<file path="src/voltage_soc_compensation_unit_macros.svh">
// Assertion macros shared by the voltage SOC compensation RTL.
`ifndef VOLTAGE_SOC_COMPENSATION_UNIT_MACROS_SVH
`define VOLTAGE_SOC_COMPENSATION_UNIT_MACROS_SVH
`ifndef SYNTHESIS
// Condition must hold at every clock edge outside reset.
`define VSC_ASSERT_ALWAYS(label, cond, msg) \
  label: assert property (@(posedge clk) disable iff (rst) (cond)) else $error(msg);
// Consequent must hold in the same cycle as the antecedent.
`define VSC_ASSERT_IMPLY(label, ante, cons, msg) \
  label: assert property (@(posedge clk) disable iff (rst) (ante) |-> (cons)) else $error(msg);
// Consequent must hold in the cycle after the antecedent.
`define VSC_ASSERT_NEXT(label, ante, cons, msg) \
  label: assert property (@(posedge clk) disable iff (rst) (ante) |=> (cons)) else $error(msg);
`else
`define VSC_ASSERT_ALWAYS(label, cond, msg)
`define VSC_ASSERT_IMPLY(label, ante, cons, msg)
`define VSC_ASSERT_NEXT(label, ante, cons, msg)
`endif
`endif

</file>
<file path="src/vsc_pkg.sv">
// Types, constants and segment table for the voltage SOC compensation unit.
`timescale 1ns / 1ps
package vsc_pkg;

  // Configuration register indexes.
  localparam logic [7:0] CFG_FULL_CAPACITY    = 8'd0;
  localparam logic [7:0] CFG_NOMINAL_CAPACITY = 8'd1;

  localparam logic [15:0] FULL_CAPACITY_RESET    = 16'd8000;
  localparam logic [15:0] NOMINAL_CAPACITY_RESET = 16'd10666;

  // Gauge register addresses, in the order they are written.
  localparam logic [7:0] ADDR_REM_CAP      = 8'h05;
  localparam logic [7:0] ADDR_SOC_REP      = 8'h06;
  localparam logic [7:0] ADDR_SOC_MIX      = 8'h0D;
  localparam logic [7:0] ADDR_REM_CAP_MIX  = 8'h0F;
  localparam logic [7:0] ADDR_FULL_CAP     = 8'h10;
  localparam logic [7:0] ADDR_DESIGN_CAP   = 8'h23;
  localparam logic [7:0] ADDR_DQ_ACC       = 8'h45;
  localparam logic [7:0] ADDR_DP_ACC       = 8'h46;

  localparam logic [15:0] DP_ACC_VALUE = 16'h3200;

  // Voltage curve constants.
  localparam int unsigned  SEG_COUNT    = 10;
  localparam logic [3:0]   SEG_LAST     = 4'd9;
  localparam logic [12:0]  SEG_FLOOR_MV = 13'd3400;
  localparam logic [22:0]  SOC_SCALE    = 23'd2000;
  localparam logic [8:0]   MV_PER_NIBBLE = 9'd320;
  localparam logic [7:0]   FRAC_MIN     = 8'd52;
  localparam logic [7:0]   SOC_MAX      = 8'd140;
  // floor(2^24 / 25) for the divide by one hundred.
  localparam logic [19:0]  RECIP_25     = 20'd671088;
  localparam logic [21:0]  DIV_25       = 22'd25;

  typedef struct packed {
    logic [12:0] from_mv;
    logic [12:0] offset_mv;
    logic [15:0] divisor;
    logic [11:0] recip;     // floor(2^24 / (2 * divisor))
  } seg_t;

  typedef struct packed {
    logic [7:0]  soc;
    logic [7:0]  diff;
    logic [15:0] rem_cap;
  } entry_t;

  function automatic seg_t seg_of(input logic [3:0] idx);
    seg_t s;
    case (idx)
      4'd0:    s = '{13'd4125, 13'd1682, 16'd24495, 12'd342};
      4'd1:    s = '{13'd4049, 13'd3162, 16'd9653,  12'd869};
      4'd2:    s = '{13'd3931, 13'd3342, 16'd7692,  12'd1090};
      4'd3:    s = '{13'd3784, 13'd3454, 16'd6231,  12'd1346};
      4'd4:    s = '{13'd3731, 13'd3627, 16'd2957,  12'd2836};
      4'd5:    s = '{13'd3681, 13'd3625, 16'd3025,  12'd2773};
      4'd6:    s = '{13'd3637, 13'd3542, 16'd7498,  12'd1118};
      4'd7:    s = '{13'd3610, 13'd3592, 16'd3514,  12'd2387};
      4'd8:    s = '{13'd3549, 13'd3473, 16'd27435, 12'd305};
      default: s = '{13'd3400, 13'd3399, 16'd53905, 12'd155};
    endcase
    return s;
  endfunction

endpackage

</file>
<file path="src/vsc_front.sv">
// Front pipeline: converts voltage, decodes SOC, divides per segment, scales capacity.
`timescale 1ns / 1ps
`include "voltage_soc_compensation_unit_macros.svh"
module vsc_front (
  input  logic                 clk,
  input  logic                 rst,
  input  logic                 in_valid,
  output logic                 in_ready,
  input  logic [15:0]          cell_voltage_raw,
  input  logic [15:0]          reported_soc_raw,
  input  logic                 charger_present,
  input  logic [15:0]          full_capacity,
  input  logic                 queue_full,
  output logic                 push,
  output vsc_pkg::entry_t      push_data
);

  logic        v1, v2, v3, v4, v5, v6, v7, v8, v9;
  logic        advance;

  logic [12:0] mv1, mv2;
  logic [7:0]  rep1, rep2, rep3, rep4, rep5;
  logic [3:0]  seg2;
  logic        low2;
  logic [22:0] n3, n4, n5;
  logic [16:0] den3, den4, den5;
  logic [11:0] rcp3;
  logic [7:0]  q4, q5;
  logic [22:0] qd5;
  logic [7:0]  soc6, soc7, soc8;
  logic [7:0]  diff6, diff7, diff8;
  logic [23:0] fcs7;
  logic [21:0] y8;
  logic [16:0] q2_8;
  vsc_pkg::entry_t entry9;

  // Stage 1 logic: millivolts in two scaled parts, reported percent.
  logic [14:0] lo_x5;
  logic [12:0] hi_mv;
  logic [12:0] mv_c;
  logic [7:0]  rep_c;
  always_comb begin
    lo_x5 = 15'(cell_voltage_raw[11:0]) * 15'd5;
    hi_mv = 13'(cell_voltage_raw[15:12]) * 13'(vsc_pkg::MV_PER_NIBBLE);
    mv_c  = 13'(lo_x5[14:6]) + hi_mv;
    rep_c = reported_soc_raw[15:8];
    if (rep_c == 8'd0 && reported_soc_raw[7:0] >= vsc_pkg::FRAC_MIN) begin
      rep_c = 8'd1;
    end
  end

  // Stage 2 logic: first segment whose start lies at or below the voltage.
  logic [3:0] seg_c;
  always_comb begin
    seg_c = vsc_pkg::SEG_LAST;
    for (int i = vsc_pkg::SEG_COUNT - 1; i >= 0; i--) begin
      if (mv1 >= vsc_pkg::seg_of(4'(i)).from_mv) begin
        seg_c = 4'(i);
      end
    end
  end

  // Stage 3 logic: soc = floor((2000*d + div) / (2*div)), the rounded percent.
  vsc_pkg::seg_t seg3_c;
  logic [12:0]   d3_c;
  always_comb begin
    seg3_c = vsc_pkg::seg_of(seg2);
    d3_c   = mv2 - seg3_c.offset_mv;
  end

  // Stage 4 logic: quotient estimate, low by at most one.
  logic [34:0] p4_c;
  assign p4_c = 35'(n3) * 35'(rcp3);

  // Stage 5 logic: back-multiply the estimate.
  logic [24:0] qd5_c;
  assign qd5_c = 25'(q4) * 25'(den4);

  // Stage 6 logic: correct the estimate and compare with the reported percent.
  logic [22:0] r6_c;
  logic [7:0]  soc6_c;
  always_comb begin
    r6_c   = n5 - qd5;
    soc6_c = q5 + 8'(r6_c >= 23'(den5));
  end

  // Stage 8 logic: divide by one hundred as a quarter, then by 25 by reciprocal.
  logic [21:0] y8_c;
  logic [41:0] p8_c;
  assign y8_c = fcs7[23:2];
  assign p8_c = 42'(y8_c) * 42'(vsc_pkg::RECIP_25);

  // Stage 9 logic: one correction step on the quotient.
  logic [21:0] r9_c;
  logic [16:0] rem9_c;
  always_comb begin
    r9_c   = y8 - 22'(q2_8) * vsc_pkg::DIV_25;
    rem9_c = q2_8 + 17'(r9_c >= vsc_pkg::DIV_25);
  end

  assign advance  = !v9 || !queue_full;
  assign in_ready = advance;
  assign push     = v9 && advance;
  assign push_data = entry9;

  always_ff @(posedge clk) begin
    if (rst) begin
      {v1, v2, v3, v4, v5, v6, v7, v8, v9} <= '0;
    end else if (advance) begin
      // Words with the charger present cause no writes and are dropped here.
      v1 <= in_valid && !charger_present;
      v2 <= v1;
      v3 <= v2;
      v4 <= v3;
      v5 <= v4;
      v6 <= v5;
      v7 <= v6;
      v8 <= v7;
      v9 <= v8;
    end
  end

  always_ff @(posedge clk) begin
    if (advance) begin
      mv1  <= mv_c;
      rep1 <= rep_c;

      mv2  <= mv1;
      rep2 <= rep1;
      seg2 <= seg_c;
      low2 <= mv1 < vsc_pkg::SEG_FLOOR_MV;

      n3   <= low2 ? 23'd0 : 23'(d3_c) * vsc_pkg::SOC_SCALE + 23'(seg3_c.divisor);
      den3 <= {seg3_c.divisor, 1'b0};
      rcp3 <= seg3_c.recip;
      rep3 <= rep2;

      q4   <= p4_c[31:24];
      n4   <= n3;
      den4 <= den3;
      rep4 <= rep3;

      qd5  <= qd5_c[22:0];
      q5   <= q4;
      n5   <= n4;
      den5 <= den4;
      rep5 <= rep4;

      soc6  <= soc6_c;
      diff6 <= (soc6_c >= rep5) ? soc6_c - rep5 : rep5 - soc6_c;

      fcs7  <= 24'(full_capacity) * 24'(soc6);
      soc7  <= soc6;
      diff7 <= diff6;

      y8    <= y8_c;
      q2_8  <= p8_c[40:24];
      soc8  <= soc7;
      diff8 <= diff7;

      entry9.soc     <= soc8;
      entry9.diff    <= diff8;
      entry9.rem_cap <= rem9_c[15:0];
    end
  end

  `VSC_ASSERT_IMPLY(a_soc_estimate_close, v5, (n5 - qd5) < 23'({den5, 1'b0}), "soc estimate off by more than one")
  `VSC_ASSERT_IMPLY(a_soc_in_range, v7, soc7 <= vsc_pkg::SOC_MAX, "voltage soc above curve maximum")

endmodule

</file>
<file path="src/vsc_queue.sv">
// Small FIFO between the front pipeline and the write sequencer.
`timescale 1ns / 1ps
`include "voltage_soc_compensation_unit_macros.svh"
module vsc_queue #(
  parameter int DEPTH = 2
) (
  input  logic            clk,
  input  logic            rst,
  input  logic            push,
  input  vsc_pkg::entry_t push_data,
  output logic            full,
  input  logic            pop,
  output logic            not_empty,
  output vsc_pkg::entry_t head
);

  localparam int PW = (DEPTH > 1) ? $clog2(DEPTH) : 1;
  localparam int CW = $clog2(DEPTH + 1);

  vsc_pkg::entry_t slots [DEPTH];
  logic [PW-1:0]   wr_ptr;
  logic [PW-1:0]   rd_ptr;
  logic [CW-1:0]   count;

  assign full      = count == CW'(DEPTH);
  assign not_empty = count != '0;
  assign head      = slots[rd_ptr];

  always_ff @(posedge clk) begin
    if (rst) begin
      wr_ptr <= '0;
      rd_ptr <= '0;
      count  <= '0;
    end else begin
      if (push) begin
        wr_ptr <= (wr_ptr == PW'(DEPTH - 1)) ? '0 : wr_ptr + 1'b1;
      end
      if (pop) begin
        rd_ptr <= (rd_ptr == PW'(DEPTH - 1)) ? '0 : rd_ptr + 1'b1;
      end
      if (push && !pop) begin
        count <= count + 1'b1;
      end else if (pop && !push) begin
        count <= count - 1'b1;
      end
    end
  end

  always_ff @(posedge clk) begin
    if (push) begin
      slots[wr_ptr] <= push_data;
    end
  end

  `VSC_ASSERT_ALWAYS(a_no_overflow, !(push && full && !pop), "queue written while full")
  `VSC_ASSERT_ALWAYS(a_no_underflow, !(pop && !not_empty), "queue read while empty")

endmodule

</file>
<file path="src/vsc_back.sv">
// Write sequencer: turns one queued result into eight gauge register words.
`timescale 1ns / 1ps
`include "voltage_soc_compensation_unit_macros.svh"
module vsc_back (
  input  logic            clk,
  input  logic            rst,
  input  logic            q_valid,
  input  vsc_pkg::entry_t q_data,
  output logic            q_pop,
  input  logic [15:0]     full_capacity,
  input  logic [15:0]     nominal_capacity,
  output logic            m_tvalid,
  input  logic            m_tready,
  output logic [39:0]     m_tdata,
  output logic            m_tlast
);

  typedef enum logic [2:0] {
    STEP_REM,
    STEP_SOC,
    STEP_SOC_MIX,
    STEP_REM_MIX,
    STEP_FULL,
    STEP_NOM,
    STEP_NOM_QTR,
    STEP_DP_ACC
  } step_t;

  step_t       step;
  logic        load;
  logic [7:0]  addr_c;
  logic [15:0] value_c;
  logic [7:0]  out_addr;
  logic [15:0] out_value;
  logic [7:0]  out_soc;
  logic [7:0]  out_diff;

  always_comb begin
    case (step)
      STEP_REM: begin
        addr_c  = vsc_pkg::ADDR_REM_CAP;
        value_c = q_data.rem_cap;
      end
      STEP_SOC: begin
        addr_c  = vsc_pkg::ADDR_SOC_REP;
        value_c = {q_data.soc, 8'h00};
      end
      STEP_SOC_MIX: begin
        addr_c  = vsc_pkg::ADDR_SOC_MIX;
        value_c = {q_data.soc, 8'h00};
      end
      STEP_REM_MIX: begin
        addr_c  = vsc_pkg::ADDR_REM_CAP_MIX;
        value_c = q_data.rem_cap;
      end
      STEP_FULL: begin
        addr_c  = vsc_pkg::ADDR_FULL_CAP;
        value_c = full_capacity;
      end
      STEP_NOM: begin
        addr_c  = vsc_pkg::ADDR_DESIGN_CAP;
        value_c = nominal_capacity;
      end
      STEP_NOM_QTR: begin
        addr_c  = vsc_pkg::ADDR_DQ_ACC;
        value_c = {2'b00, nominal_capacity[15:2]};
      end
      STEP_DP_ACC: begin
        addr_c  = vsc_pkg::ADDR_DP_ACC;
        value_c = vsc_pkg::DP_ACC_VALUE;
      end
      default: begin
        addr_c  = vsc_pkg::ADDR_DP_ACC;
        value_c = vsc_pkg::DP_ACC_VALUE;
      end
    endcase
  end

  // A new word loads when a queued result waits and the output register is empty or being taken.
  assign load  = q_valid && (!m_tvalid || m_tready);
  assign q_pop = load && (step == STEP_DP_ACC);

  assign m_tdata = {out_diff, out_soc, out_value, out_addr};

  always_ff @(posedge clk) begin
    if (rst) begin
      step     <= STEP_REM;
      m_tvalid <= 1'b0;
      m_tlast  <= 1'b0;
    end else begin
      if (load) begin
        step      <= step_t'(step + 3'd1);
        m_tvalid  <= 1'b1;
        m_tlast   <= step == STEP_DP_ACC;
        out_addr  <= addr_c;
        out_value <= value_c;
        out_soc   <= q_data.soc;
        out_diff  <= q_data.diff;
      end else if (m_tready) begin
        m_tvalid <= 1'b0;
      end
    end
  end

  `VSC_ASSERT_IMPLY(a_last_on_final_addr, m_tvalid, m_tlast == (out_addr == vsc_pkg::ADDR_DP_ACC), "tlast does not match final register")
  `VSC_ASSERT_NEXT(a_run_restarts, q_pop, step == STEP_REM, "sequence did not restart after last word")

endmodule

</file>
<file path="src/voltage_soc_compensation_unit.sv">
// Top level of the voltage SOC compensation unit.
//
// Input stream (s_*): one word per sample, tdata carries the raw cell voltage
// and the raw reported SOC, tuser carries the charger-present flag. A sample
// with the charger present is taken from the stream and causes no output.
// Every other sample causes eight gauge register writes on the output stream
// (m_*), one word each, with tlast on the eighth.
// Configuration: cfg_valid/cfg_index/cfg_data write full capacity (index 0)
// or nominal capacity (index 1); cfg_ready is always high. Write only while idle.
// A sample's first write word passes through a nine-stage arithmetic pipeline,
// the queue and the output register. The sequencer emits one register word
// per cycle while the receiver takes them, so each sample occupies it for
// eight words, and it takes the next sample once its last word is loaded.
// The pipeline keeps accepting while the queue has room, so a new sample can
// enter while words still go out. When the receiver stalls, the output word
// holds, the queue fills and then s_tready falls. Reset clears the pipeline,
// queue and sequencer and restores full capacity 8000 and nominal capacity 10666.
`timescale 1ns / 1ps
module voltage_soc_compensation_unit #(
  parameter int QUEUE_DEPTH = 2
) (
  input  logic        clk,
  input  logic        rst,
  input  logic        s_tvalid,
  output logic        s_tready,
  input  logic [31:0] s_tdata,   // cell_voltage_raw [15:0], reported_soc_raw [31:16]
  input  logic        s_tuser,   // charger_present [0]
  output logic        m_tvalid,
  input  logic        m_tready,
  output logic [39:0] m_tdata,   // reg_address [7:0], reg_value [23:8],
                                 // voltage_soc [31:24], soc_difference [39:32]
  output logic        m_tlast,
  input  logic        cfg_valid,
  output logic        cfg_ready,
  input  logic [7:0]  cfg_index,
  input  logic [15:0] cfg_data
);

  logic [15:0]     full_capacity;
  logic [15:0]     nominal_capacity;
  logic            push;
  logic            queue_full;
  logic            queue_valid;
  logic            pop;
  vsc_pkg::entry_t push_data;
  vsc_pkg::entry_t head;

  assign cfg_ready = 1'b1;

  always_ff @(posedge clk) begin
    if (rst) begin
      full_capacity    <= vsc_pkg::FULL_CAPACITY_RESET;
      nominal_capacity <= vsc_pkg::NOMINAL_CAPACITY_RESET;
    end else if (cfg_valid) begin
      if (cfg_index == vsc_pkg::CFG_FULL_CAPACITY) begin
        full_capacity <= cfg_data;
      end else if (cfg_index == vsc_pkg::CFG_NOMINAL_CAPACITY) begin
        nominal_capacity <= cfg_data;
      end
    end
  end

  vsc_front u_front (
    .clk              (clk),
    .rst              (rst),
    .in_valid         (s_tvalid),
    .in_ready         (s_tready),
    .cell_voltage_raw (s_tdata[15:0]),
    .reported_soc_raw (s_tdata[31:16]),
    .charger_present  (s_tuser),
    .full_capacity    (full_capacity),
    .queue_full       (queue_full),
    .push             (push),
    .push_data        (push_data)
  );

  vsc_queue #(
    .DEPTH (QUEUE_DEPTH)
  ) u_queue (
    .clk       (clk),
    .rst       (rst),
    .push      (push),
    .push_data (push_data),
    .full      (queue_full),
    .pop       (pop),
    .not_empty (queue_valid),
    .head      (head)
  );

  vsc_back u_back (
    .clk              (clk),
    .rst              (rst),
    .q_valid          (queue_valid),
    .q_data           (head),
    .q_pop            (pop),
    .full_capacity    (full_capacity),
    .nominal_capacity (nominal_capacity),
    .m_tvalid         (m_tvalid),
    .m_tready         (m_tready),
    .m_tdata          (m_tdata),
    .m_tlast          (m_tlast)
  );

endmodule
</file>
<file path="config.mk">
export PLATFORM = sky130hd
export DESIGN_NAME = voltage_soc_compensation_unit
export DESIGN_NICKNAME = d
export VERILOG_FILES = /design/src/vsc_pkg.sv /design/src/vsc_front.sv /design/src/vsc_queue.sv /design/src/vsc_back.sv /design/src/voltage_soc_compensation_unit.sv
export VERILOG_INCLUDE_DIRS = /design/src /design/src/src
export SDC_FILE = /design/constraint.sdc
export NUM_CORES = 2
export LEC_CHECK = 0
export BUFFER_PORTS_ARGS = -buffer_cell sky130_fd_sc_hd__buf_2
export CORE_MARGIN = 5
export CORE_UTILIZATION = 65
export DETAILED_ROUTE_END_ITERATION = 7
export PLACE_DENSITY = 0.82
export SLEW_MARGIN = 20
export SYNTH_ARGS = -nofsm -noshare
export SYNTH_HDL_FRONTEND = slang
export SYNTH_SLANG_ARGS = --single-unit
</file>
<file path="constraint.sdc">
create_clock -name clk -period 15.95 [get_ports clk]
set_clock_uncertainty 0.05 [all_clocks]
set_input_delay 3.19 -clock clk [delete_from_list [all_inputs] [get_ports clk]]
set_output_delay 3.19 -clock clk [all_outputs]
set_load 0.005 [all_outputs]
</file>
==> metrics <==
critical path required time 16.28 ns; startpoint of the lowest-slack hold path u_front.rep2[4]; netlist area before placement 47900 sq um; Mapped Cells 4341; P&R area growth vs syn 6.56%; Worst Path Arrival 8.83 ns; Unique masters post-synth 87; startpoint type of the worst setup path flop; wire length on met1 38100 um; worst-skew pair later-pin latency 0.63 ns; nets in the synthesized netlist between 5000 and 6000; hold-fix buffer count after cts 0; number of global-route vias before repair 33100; buffer cell driving the clock tree root clkbuf_16; setup violators final 0; Critical Path Fanout Max 4; start of the worst register-to-register path u_front.qd5[1]; Crit. Startpoint u_front.qd5[1]; share of post-route cells with drive strength above 1 0.0545; number of buffers created by CTS 55; total grt overflow 0; Worst Setup End Kind flop; run status finished, final reports clean; shortest clock period the worst path allows after layout 8.51 ns; number of cells traversed by the worst register-to-register path 34; initial antenna violation count 0; worst setup path end u_front.diff6[7]; clock-pin slew on the worst setup and hold paths 0.06 ns; Final Util 0.699; max-slew violation total from the final report 0; largest net degree at the start of global routing 194; detail-routed via count per cell 5.74; wire length on met2 49100 um; post-route antenna net violation count 0; class of the tightest hold or removal check reg -> reg; die width 282 um; reg-to-reg setup timing slack 7.44 ns; Synth Flop Type edfxtp_1; global-route usage over all layers 0.250; Sequential cell area 15500 sq um; Resized Gates After CTS 0; count of buffers from port buffering 101; core region area 73100 sq um; Top Layer Used met4; period utilisation layout 0.533; unrepaired setup endpoints after global routing false; H-tree Lvls 2; number of flops mapped to enable cells by yosys 481; Fin Setup TNS 0 ns; CTS tree done; FF-to-FF End u_front.diff6[7]; buffers inserted by post-CTS timing repair 0; area of combinational cells with multiple inputs 29100 sq um; fin nets 5570; peak clock frequency supported by timing around 0.12 GHz; dominant cells by area after synthesis edfxtp_1 30%, fa_1 25%, ha_1 14%; buffer depth of the longest clock path 3; overall via count from detail_route approximately 31000; Die Ht 282 um; TritonCTS sink count 532; number of hold violations in the final report 0; number of max-cap violations 0; TritonRoute pass-1 iters 5; Top-Level Pins ~110; critical path class reg -> reg; number of storage elements in the synthesis netlist ~530; mean instance size in the synthesized netlist 11.0 sq um; ANT cells 0; initial detailed-routing violation count 1958; final weighted congestion in routability-driven placement 0.902; share of synthesized area occupied by flip-flops and latches 0.323; slew at the pin closest to its max-slew limit 1.14 ns; total wirelength of the detailed-routed design between 90000 and 100000 um; Worst path slowest cell a2111oi_0; filler cell count in the final layout 5157; HPWL after detailed placement 73800 um; tightest slew margin relative to the limit 0.242; Syn. warnings 0; Post-route DRC 0; initial core utilization 0.656; asr flop ratio synth 0; row count 99; global-route wire length before repair 161000 um; met3 layer wire length in the routed design 5130 um; area share of the largest cell type after synthesis 0.301; die area between 70000 and 80000 sq um; routed length per instance 17.9 um; critical path's largest stage delay 0.88 ns; library cell with the largest summed area after synthesis edfxtp_1
cells in the mapped netlist, types with 22 or more instances:
master and number:
edfxtp_1 481, nor2_1 192, a21o_1 38, clkbuf_1 116, o21a_1 30, fa_1 591, dfxtp_1 51, ha_1 534
xnor2_1 130, mux2i_1 48, and2_1 204, nand2_1 415, xor2_1 52, inv_1 750, nand2b_1 32, nand3_1 43
a21oi_1 147, o211ai_1 22, mux2_2 28, nor3_1 41, nor2b_1 44, o21ai_0 95
how the worst min path moves through the flow:
stage | endpoint | slack, ns | cells past startpoint
global placement | u_front.diff7[7] | 0.35 | 0
global route | u_front.n5[21] | 0.37 | 0
floorplan | u_front.den4[10] | 0.35 | 0
detailed placement | u_front.diff8[3] | 0.35 | 0
finish | u_front.rep3[4] | 0.36 | 0
CTS | u_front.rep4[3] | 0.36 | 0
worst max-delay path, delay by kind of cell, from the launching register on:
family                     cells  cell delay, ns
AOI/OAI and AO/OA             19            4.53
adders and majority gates      6            1.89
and+or+nand+nor                5            0.91
DFF                            1            0.37
xor gates and xnor gates       2            0.29
muxes                          1            0.16
buffers and inverters          1            0.07
cell families after synthesis:
family | Yosys count | share of synthesized area
fa+ha+maj | 1127 | 0.387
simple gates | 1055 | 0.105
buf+inv | 878 | 0.0697
mux | 77 | 0.0169
other cells | 2 | 0.000157
compound gates | 488 | 0.0658
flops | 532 | 0.323
xor+xnor | 182 | 0.0333
state kept, by name (all words and copies together), names as in the netlist, 11 cells and up, named ones only:
| signal | cells |
|---|---|
| u_front.fcs7 | 22 |
| u_back.out_value | 16 |
| u_front.rcp3 | 11 |
| u_queue.slots | 64 |
| u_front.den5 | 16 |
| u_front.y8 | 22 |
| u_front.mv2 | 13 |
| u_front.n3 | 23 |
| u_front.n5 | 23 |
| u_front.den4 | 16 |
| full_capacity | 16 |
| u_front.qd5 | 22 |
| u_front.n4 | 23 |
| u_front.push_data | 32 |
| u_front.mv1 | 13 |
| u_front.q2_8 | 17 |
| nominal_capacity | 16 |
| u_front.den3 | 16 |
stage by stage:
stage | instances | instance area, sq um | setup slack [ns] | hold slack [ns]
after floorplan | 4341 | 47900 | 1.53 | 0.350
after global placement | 5284 | 49200 | 7.74 | 0.350
after detailed placement | 5284 | 49200 | 7.56 | 0.355
after CTS | 5383 | 51000 | 7.58 | 0.361
after global routing | 5384 | 51100 | 6.85 | 0.368
final | 5384 | 51100 | 7.44 | 0.360
cells in the final DEF, fill, tap and decap left out, types with 6 or more instances in the layout:
cell type and count:
a211oi_1 18, o22ai_1 7, o41ai_1 6, a21oi_1 147, ha_1 534, a22o_1 8
nand4_1 18, nor3_1 41, nor4_1 12, o21ai_0 95, mux2_2 28, o211ai_1 22
clkinv_1 6, a31oi_1 16, or3_1 10, edfxtp_1 481, nand2_1 415, a21o_1 38
nor2b_1 44, xor2_1 52, mux2i_1 48, nand3_1 43, a211o_1 17, fa_1 591
and3_1 16, nor2_1 189, a2111oi_0 6, nand2b_1 32, o21ai_1 8, buf_4 8
dfxtp_1 51, and2_1 204, a22oi_1 9, inv_1 750, xnor2_1 130, clkbuf_1 11
o21a_1 30, buf_2 101, o21bai_1 14, clkbuf_16 57
cell type report:
type / instances / share of cell area
clock buffers: 73 / 0.0301
clock inverters: 26 / 0.00568
inverters: 752 / 0.0553
multi-input cells: 2931 / 0.571
flip-flops and latches: 532 / 0.303
well taps: 959 / 0.0235
repair buffers: 111 / 0.0120
routing by layer:
layer / up-vias / GRT usage
li1: 14300 / -
met1: 15400 / 0.315
met2: 923 / 0.446
met3: 261 / 0.0339
met4: 0 / 0.0933
met5: - / 0
Power is not shown: default switching activity piles up to over one toggle a cycle in this logic, so the estimate is an artifact.
